### src/design/xpfec_pkg.sv
package xpfec_pkg;

    // field widths fixed by the packet format
    localparam int SEQ_W  = 32;
    localparam int WORD_W = 64;

    // default frame length in payload words
    localparam int FRAME_WORDS_DEFAULT = 20;

    // result kind codes
    localparam logic KIND_DATA   = 1'b0;
    localparam logic KIND_PARITY = 1'b1;

    typedef struct packed {
        logic [SEQ_W-1:0]  seq;
        logic [WORD_W-1:0] payload_word;
    } item_t;

    typedef struct packed {
        logic              kind;
        logic [SEQ_W-1:0]  packet_seq;
        logic [WORD_W-1:0] word_out;
        logic              end_of_packet;
        logic              end_of_run;
    } result_t;

    typedef enum logic [1:0] {
        ST_IDLE,
        ST_UPDATE,
        ST_PREAD,
        ST_PARITY
    } state_t;

endpackage

### src/design/xpfec_ram.sv
module xpfec_ram #(
    parameter int WIDTH = 64,
    parameter int DEPTH = 20,
    localparam int AddrW = (DEPTH > 1) ? $clog2(DEPTH) : 1
) (
    input  logic             clk,
    input  logic             we,
    input  logic [AddrW-1:0] waddr,
    input  logic [WIDTH-1:0] wdata,
    input  logic [AddrW-1:0] raddr,
    output logic [WIDTH-1:0] rdata
);

    logic [WIDTH-1:0] mem [DEPTH];

    always_ff @(posedge clk)
    begin
        if (we)
        begin
            mem[waddr] <= wdata;
        end
        rdata <= mem[raddr];
    end

endmodule

### src/design/xor_pair_parity_fec_encoder.sv
// xor pair parity fec encoder: frames of FRAME_WORDS 64-bit words come in one word per
// transfer, each tagged with the frame seq. every word goes straight out as a data result.
// a frame whose seq is odd and one past the stored frame's seq is xored word by word into
// the pair buffer, and after its last data word the block sends a parity packet of
// FRAME_WORDS words carrying the first frame's seq; any other frame overwrites the buffer
// and becomes the stored frame. each input word is accepted in the idle state while the
// pair buffer memory reads its entry, then the update state writes back the merged word and
// loads the result register, waiting while the output register is full. a parity burst
// primes the memory read, then sends one parity word per cycle while the output register
// can take it; the single pair buffer memory has a registered read. a result waiting in the
// output register does not keep the next input from being taken.
module xor_pair_parity_fec_encoder #(
    parameter int FRAME_WORDS = xpfec_pkg::FRAME_WORDS_DEFAULT,
    localparam int IdxW = (FRAME_WORDS > 1) ? $clog2(FRAME_WORDS) : 1
) (
    input  logic               clk,
    input  logic               rst_n,
    input  logic               item_valid,
    output logic               item_ready,
    input  xpfec_pkg::item_t   item,
    output logic               result_valid,
    input  logic               result_ready,
    output xpfec_pkg::result_t result
);

    // fsm
    xpfec_pkg::state_t state_reg, state_next;

    // frame tracking
    logic [IdxW-1:0] word_count_reg, word_count_next;
    logic            pairs_reg, pairs_next;
    logic            stored_valid_reg, stored_valid_next;
    logic [xpfec_pkg::SEQ_W-1:0] stored_seq_reg, stored_seq_next;

    // accepted word, held for the read-modify-write
    logic [xpfec_pkg::SEQ_W-1:0]  seq_reg, seq_next;
    logic [xpfec_pkg::WORD_W-1:0] word_reg, word_next;

    // parity burst position
    logic [IdxW-1:0] parity_idx_reg, parity_idx_next;

    // output register
    logic               result_valid_reg, result_valid_next;
    xpfec_pkg::result_t result_reg, result_next;

    // pair buffer memory port
    logic                         ram_we;
    logic [IdxW-1:0]              ram_waddr;
    logic [xpfec_pkg::WORD_W-1:0] ram_wdata;
    logic [IdxW-1:0]              ram_raddr;
    logic [xpfec_pkg::WORD_W-1:0] ram_rdata;

    logic item_accept;
    logic slot_free;
    logic last_word;
    logic parity_last;
    logic pair_hit;

    assign item_accept = item_valid && item_ready;
    // output register is empty or is being emptied this cycle
    assign slot_free   = !result_valid_reg || result_ready;
    assign last_word   = (word_count_reg == IdxW'(FRAME_WORDS - 1));
    assign parity_last = (parity_idx_reg == IdxW'(FRAME_WORDS - 1));
    // frame pairs with the stored one: consecutive seq, odd second frame
    assign pair_hit    = stored_valid_reg
                         && (item.seq == (stored_seq_reg + xpfec_pkg::SEQ_W'(1)))
                         && item.seq[0];

    assign result_valid = result_valid_reg;
    assign result       = result_reg;

    xpfec_ram #(
        .WIDTH (xpfec_pkg::WORD_W),
        .DEPTH (FRAME_WORDS)
    ) u_pair_buffer (
        .clk   (clk),
        .we    (ram_we),
        .waddr (ram_waddr),
        .wdata (ram_wdata),
        .raddr (ram_raddr),
        .rdata (ram_rdata)
    );

    // next state
    always_comb
    begin
        state_next = state_reg;
        unique case (state_reg)
            xpfec_pkg::ST_IDLE:
            begin
                if (item_accept)
                begin
                    state_next = xpfec_pkg::ST_UPDATE;
                end
            end
            xpfec_pkg::ST_UPDATE:
            begin
                if (slot_free)
                begin
                    state_next = (last_word && pairs_reg) ? xpfec_pkg::ST_PREAD
                                                          : xpfec_pkg::ST_IDLE;
                end
            end
            xpfec_pkg::ST_PREAD:
            begin
                state_next = xpfec_pkg::ST_PARITY;
            end
            xpfec_pkg::ST_PARITY:
            begin
                if (slot_free && parity_last)
                begin
                    state_next = xpfec_pkg::ST_IDLE;
                end
            end
            default:
            begin
                state_next = xpfec_pkg::ST_IDLE;
            end
        endcase
    end

    // outputs and datapath
    always_comb
    begin
        item_ready        = 1'b0;
        ram_we            = 1'b0;
        ram_waddr         = word_count_reg;
        // merge into the buffer when pairing, otherwise overwrite
        ram_wdata         = pairs_reg ? (ram_rdata ^ word_reg) : word_reg;
        // idle reads the entry of the next word so it is ready on accept
        ram_raddr         = word_count_reg;
        word_count_next   = word_count_reg;
        pairs_next        = pairs_reg;
        stored_valid_next = stored_valid_reg;
        stored_seq_next   = stored_seq_reg;
        seq_next          = seq_reg;
        word_next         = word_reg;
        parity_idx_next   = parity_idx_reg;
        result_valid_next = result_valid_reg && !result_ready;
        result_next       = result_reg;

        unique case (state_reg)
            xpfec_pkg::ST_IDLE:
            begin
                item_ready = 1'b1;
                if (item_accept)
                begin
                    seq_next  = item.seq;
                    word_next = item.payload_word;
                    // pairing is settled on the first word of a frame
                    if (word_count_reg == '0)
                    begin
                        pairs_next = pair_hit;
                    end
                end
            end
            xpfec_pkg::ST_UPDATE:
            begin
                if (slot_free)
                begin
                    ram_we                    = 1'b1;
                    result_valid_next         = 1'b1;
                    result_next.kind          = xpfec_pkg::KIND_DATA;
                    result_next.packet_seq    = seq_reg;
                    result_next.word_out      = word_reg;
                    result_next.end_of_packet = last_word;
                    result_next.end_of_run    = !(last_word && pairs_reg);
                    if (last_word)
                    begin
                        word_count_next = '0;
                        if (pairs_reg)
                        begin
                            stored_valid_next = 1'b0;
                            pairs_next        = 1'b0;
                        end
                        else
                        begin
                            stored_seq_next   = seq_reg;
                            stored_valid_next = 1'b1;
                        end
                    end
                    else
                    begin
                        word_count_next = word_count_reg + IdxW'(1);
                    end
                end
            end
            xpfec_pkg::ST_PREAD:
            begin
                // prime the read of the first parity word
                ram_raddr       = '0;
                parity_idx_next = '0;
            end
            xpfec_pkg::ST_PARITY:
            begin
                ram_raddr = parity_idx_reg;
                if (slot_free)
                begin
                    result_valid_next         = 1'b1;
                    result_next.kind          = xpfec_pkg::KIND_PARITY;
                    result_next.packet_seq    = stored_seq_reg;
                    result_next.word_out      = ram_rdata;
                    result_next.end_of_packet = parity_last;
                    result_next.end_of_run    = parity_last;
                    if (!parity_last)
                    begin
                        // read ahead so the next word is there next cycle
                        parity_idx_next = parity_idx_reg + IdxW'(1);
                        ram_raddr       = parity_idx_reg + IdxW'(1);
                    end
                end
            end
            default:
            begin
                item_ready = 1'b0;
            end
        endcase
    end

    always_ff @(posedge clk or negedge rst_n)
    begin
        if (!rst_n)
        begin
            state_reg        <= xpfec_pkg::ST_IDLE;
            word_count_reg   <= '0;
            pairs_reg        <= 1'b0;
            stored_valid_reg <= 1'b0;
            stored_seq_reg   <= '0;
            parity_idx_reg   <= '0;
            result_valid_reg <= 1'b0;
        end
        else
        begin
            state_reg        <= state_next;
            word_count_reg   <= word_count_next;
            pairs_reg        <= pairs_next;
            stored_valid_reg <= stored_valid_next;
            stored_seq_reg   <= stored_seq_next;
            parity_idx_reg   <= parity_idx_next;
            result_valid_reg <= result_valid_next;
        end
    end

    // payload registers
    always_ff @(posedge clk)
    begin
        seq_reg    <= seq_next;
        word_reg   <= word_next;
        result_reg <= result_next;
    end

    // an accepted word is always followed by its buffer update
    assert property (@(posedge clk) disable iff (!rst_n)
        item_accept |=> (state_reg == xpfec_pkg::ST_UPDATE))
        else $error("accepted word not followed by buffer update");

    // word position never leaves the frame
    assert property (@(posedge clk) disable iff (!rst_n)
        word_count_reg <= IdxW'(FRAME_WORDS - 1))
        else $error("word counter out of range");

    // the stored frame is consumed once its parity burst starts
    assert property (@(posedge clk) disable iff (!rst_n)
        (state_reg == xpfec_pkg::ST_PREAD) |-> (!stored_valid_reg && !pairs_reg))
        else $error("pairing state not cleared before parity burst");

    // the last parity word ends the burst
    assert property (@(posedge clk) disable iff (!rst_n)
        (state_reg == xpfec_pkg::ST_PARITY && slot_free && parity_last)
        |=> (state_reg == xpfec_pkg::ST_IDLE && result_valid_reg
             && result_reg.end_of_run))
        else $error("parity burst did not end on its last word");

    // no buffer write outside the read-modify-write step
    assert property (@(posedge clk) disable iff (!rst_n)
        ram_we |-> (state_reg == xpfec_pkg::ST_UPDATE && slot_free))
        else $error("pair buffer written outside update");

endmodule

### config.mk
export PLATFORM = sky130hd
export DESIGN_NAME = xor_pair_parity_fec_encoder
export DESIGN_NICKNAME = d
export VERILOG_FILES = /design/src/design/xpfec_pkg.sv /design/src/design/xpfec_ram.sv /design/src/design/xor_pair_parity_fec_encoder.sv
export SDC_FILE = /design/constraint.sdc
export NUM_CORES = 2
export LEC_CHECK = 0
export BUFFER_PORTS_ARGS = -buffer_cell sky130_fd_sc_hd__buf_2
export CELL_PAD_IN_SITES_DETAIL_PLACEMENT = 2
export CELL_PAD_IN_SITES_GLOBAL_PLACEMENT = 2
export CORE_MARGIN = 2
export CORE_UTILIZATION = 44
export DETAILED_ROUTE_END_ITERATION = 6
export PLACE_DENSITY = 0.86
export SLEW_MARGIN = 20
export SYNTH_ARGS = -nofsm -noshare
export SYNTH_HDL_FRONTEND = slang
export SYNTH_SLANG_ARGS = --single-unit
### constraint.sdc
create_clock -name clk -period 6.2 [get_ports clk]
set_input_delay 1.24 -clock clk [delete_from_list [all_inputs] [get_ports clk]]
set_output_delay 1.24 -clock clk [all_outputs]
set_load 0.01 [all_outputs]
==> run summary <==
The share of synthesized flip-flops with an asynchronous set or reset came out at 2.96%. The share of final-layout standard cells stronger than drive strength 1 came out at 14.1%. From left edge to right edge, the die measures 380 um. Summed over all failing endpoints, the final setup total negative slack is 0 ns. The worst hold path terminates at stored_seq_reg[16]$_DFFE_PN0P_.

The via total after detailed routing came out at 46,000. The number of synthesized flops with an enable pin is 1,475. The worst setup path is launched from a register.

The number of warnings issued by yosys is 0. The flow ran to the end, and the final reports show no timing, DRC or antenna violations. The maximum cell stage delay along the critical path is 0.73 ns. The fmax came out at 0.197 GHz.

The cell depth of the worst hold path came out at 1. The weighted congestion at the end of routability-driven global placement is 0.770. After global routing the overflow that remains totals 0. The worst setup skew after layout came out at 0.0452 ns. The mapped cell area is 62,100 sq um.

The hold buffer count at cts came out at 0. The internal power of the cells totals 21.5 mW. The combinational fraction of design power is 29.1%.

The number of clock buffers inserted by TritonCTS came out at 170. The clock period minus worst slack is 5.07 ns. Setup repair after global routing left no endpoint under its margin. The total design power came out at 35.4 mW.

The register with the most flip-flops in the layout has 1,280 of them. In this run, synthesis produced a sequential element count of 1,586. TritonCTS built the clock tree.

The kind of path behind the tightest hold check is register to register. For this run, the leading register cell type out of synthesis is edfxtp_1. The count of clock tree sinks came out at 1,586. The net switching share of the total power is 39.1%. The number of buffer and inverter instances along the worst setup path came out at 2.

The setup path with the least slack is of type register to register. The floorplan has 137 rows. The core region is 140,000 sq um. The total number of nets in the final design is 4,934. The critical path data required time came out at 6.86 ns. The highest fanout seen on the critical path is 49.

The clock latency at the later pin of the worst-skew pair came out at 0.87 ns. The final critical path takes up 81.8% of the cycle. The signal on the critical path passes through nand2_4 -> inv_4 -> a311oi_1 -> nand3_4 -> nor2_4 -> buf_12 -> nand3_1 -> o2111ai_1 -> nand3_1. The final-report setup violation count came out at 0. The number of levels in the clock H-tree came out at 4. The number of I/O port buffers came out at 200. The routed wirelength normalized by instance count came out at 39.9 um. The detailed placer's ending HPWL came out at 132 mm. The final hold violation count is 0. The peak supply drop came out at 0.405 mV. The pre-antenna-repair detailed-routing pass consisted of 6 iterations. After detailed routing, the number of vias per cell comes to 6.72.

The most numerous cell type found on the critical path is nand3_1. Post-CTS timing repair inserted 0 buffers for setup. After synthesis, the netlist uses 68 different library cells. For this design, the slowest cell found on the critical path is nor2_4.

The endpoint of the worst-slack reg-to-reg timing path is u_pair_buffer.rdata[21]$_DFF_P_. The per-instance average area after synthesis came out at 13.5 sq um. The number of cells traversed by the worst register-to-register path came out at 9. The pin count of the biggest net entering global routing is 168. The DRC violations left is 0. The wire length of the first global-routing pass came out at 359 mm. In this run the remaining antenna-violating nets after routing total 0. Wires add up to 273 mm. The number of ports placed on the die boundary came out at 201.

The die covers 144,000 sq um. The endpoint type of the worst setup path is a register. The part of the total power dissipated in the clock network is 30.5%. The flop-to-flop setup slack is 1.13 ns. The vertical extent of the die is 380 um. The max-slew violation count is 0.

The initial core utilization came out at 44.4%. The maximum clock insertion buffer count is 3. In this run the number of cells on the critical path is 9. The clock transition time at the flip-flop clock pins of the worst setup and hold paths came out at 0.07 ns. The fraction of power consumed by sequential logic is 40.5%.

The total routing resource utilization after global routing came out at 34.4%. The area growth from synthesis to layout came out at 14.8%. The count of mapped cells out of synthesis came out at 4,614. The root buffer cell is clkbuf_16.

Across the run, the number of max-cap violations was 0. The first routing iteration left 6,675 violations. The power density over the cells is 496 nW/um^2. The number of antenna violations at the first check in global routing came out at 3.

The actual transition at the worst max-transition pin came out at 1.27 ns. The worst slew margin relative to its limit came out at 14.7%. The register area share after synthesis came out at 75.3%. The startpoint of the tightest hold check path is seq_reg[16]$_DFFE_PP_. The via count of the first global-routing pass is 47,800.

The synthesized netlist net count came out at 4,720. The number of inserted diodes is 0. Once the clock tree was built, the resizer swapped 0 gates to a different size.

The reported leakage power is 24.4 nW. In this run the power spent charging and discharging nets is 13.8 mW. The critical path arrival came out at 5.74 ns. On the critical path the largest part of the delay comes from simple AND/OR/NAND/NOR gates.
worst max-delay path by stage:
stage                                                     to  slack [ns]
after CTS                     u_pair_buffer.rdata[9]$_DFF_P_        1.44
after floorplan           u_pair_buffer.mem[11][0]$_DFFE_PP_        0.95
after detailed placement      u_pair_buffer.rdata[9]$_DFF_P_        1.26
after global routing         u_pair_buffer.rdata[21]$_DFF_P_        1.18
after global placement       u_pair_buffer.rdata[59]$_DFF_P_        1.70
final                        u_pair_buffer.rdata[21]$_DFF_P_        1.13
cells by family after synthesis:
logic type,count (synthesis),synth area share (%)
flops,1586,75.3
fa+ha+maj,6,0.121
compound gates,582,6.99
simple gates,1989,13.3
buf+inv,310,2.20
xor+xnor,108,1.52
mux,33,0.591
cells in the mapped netlist, types with 47 or more instances:
cell | count | area share [%]
xnor2_1 | 93 | 1.3
nand3_1 | 403 | 3.2
a32oi_1 | 193 | 2.7
a21oi_1 | 152 | 1.2
a22oi_1 | 63 | 0.76
dfrtp_1 | 47 | 1.9
dfxtp_1 | 64 | 2.1
buf_2 | 60 | 0.48
nand2_1 | 1472 | 8.9
a21oi_2 | 50 | 0.71
edfxtp_1 | 1475 | 71
o2111ai_1 | 64 | 0.90
clkbuf_1 | 178 | 1.1
area by class of cell:
class	instances	area, sq um
fillers	13000	68400
repair buffers	337	2440
well taps	1876	2350
inverters	15	63.8
clock inverters	66	564
multi-input cells	2718	14300
flip-flops and latches	1586	46800
clock buffers	247	4840
routing by layer:
metal,track usage [%],wire (um),up-vias
li1,-,-,17400
met1,43.2,99000,23900
met2,57.8,132000,3637
met3,5.86,24200,1033
met4,16.8,17900,2
met5,0,13,-
stage by stage:
step	cell area, sq um	util [%]	cells	hold slack (ns)	setup slack [ns]
floorplan	62100	-	4614	0.450	0.945
global placement	65700	47.0	6526	0.462	1.70
detailed placement	65800	47.1	6528	0.483	1.26
CTS	71200	50.9	6841	0.504	1.44
global route	71300	51.0	6845	0.528	1.18
finish	71300	51.0	6845	0.500	1.13
layout by cell type, fill, tap and decap left out, types with 7 or more instances in the layout:
cell,count
nor3_1,9
nand3_1,401
buf_12,28
xor2_1,15
buf_2,200
a21oi_1,152
nor2_1,14
xnor2_1,84
a21oi_2,50
a22oi_1,63
clkbuf_1,52
nand2_1,1470
a32oi_1,193
clkinv_1,24
and2_4,7
o2111ai_1,64
nand4_1,16
nor2_4,19
edfxtp_1,1475
inv_6,10
clkbuf_16,174
buf_4,105
bufinv_16,8
nand2b_1,8
inv_1,12
dfxtp_1,64
mux2_2,24
o21ai_0,22
clkbuf_8,21
dfrtp_1,46
clkinv_2,19
power by group through the flow:
stage                     logic, mW  registers [mW]  clock network [mW]
after floorplan                5.45            14.0                   0
after global placement         8.19            14.2                   0
after detailed placement       9.16            14.3                   0
after CTS                      9.67            14.2                10.5
after global routing           10.6            14.3                11.0
final                          10.3            14.3                10.8
No activity file was read; power rests on OpenSTA's default activity.
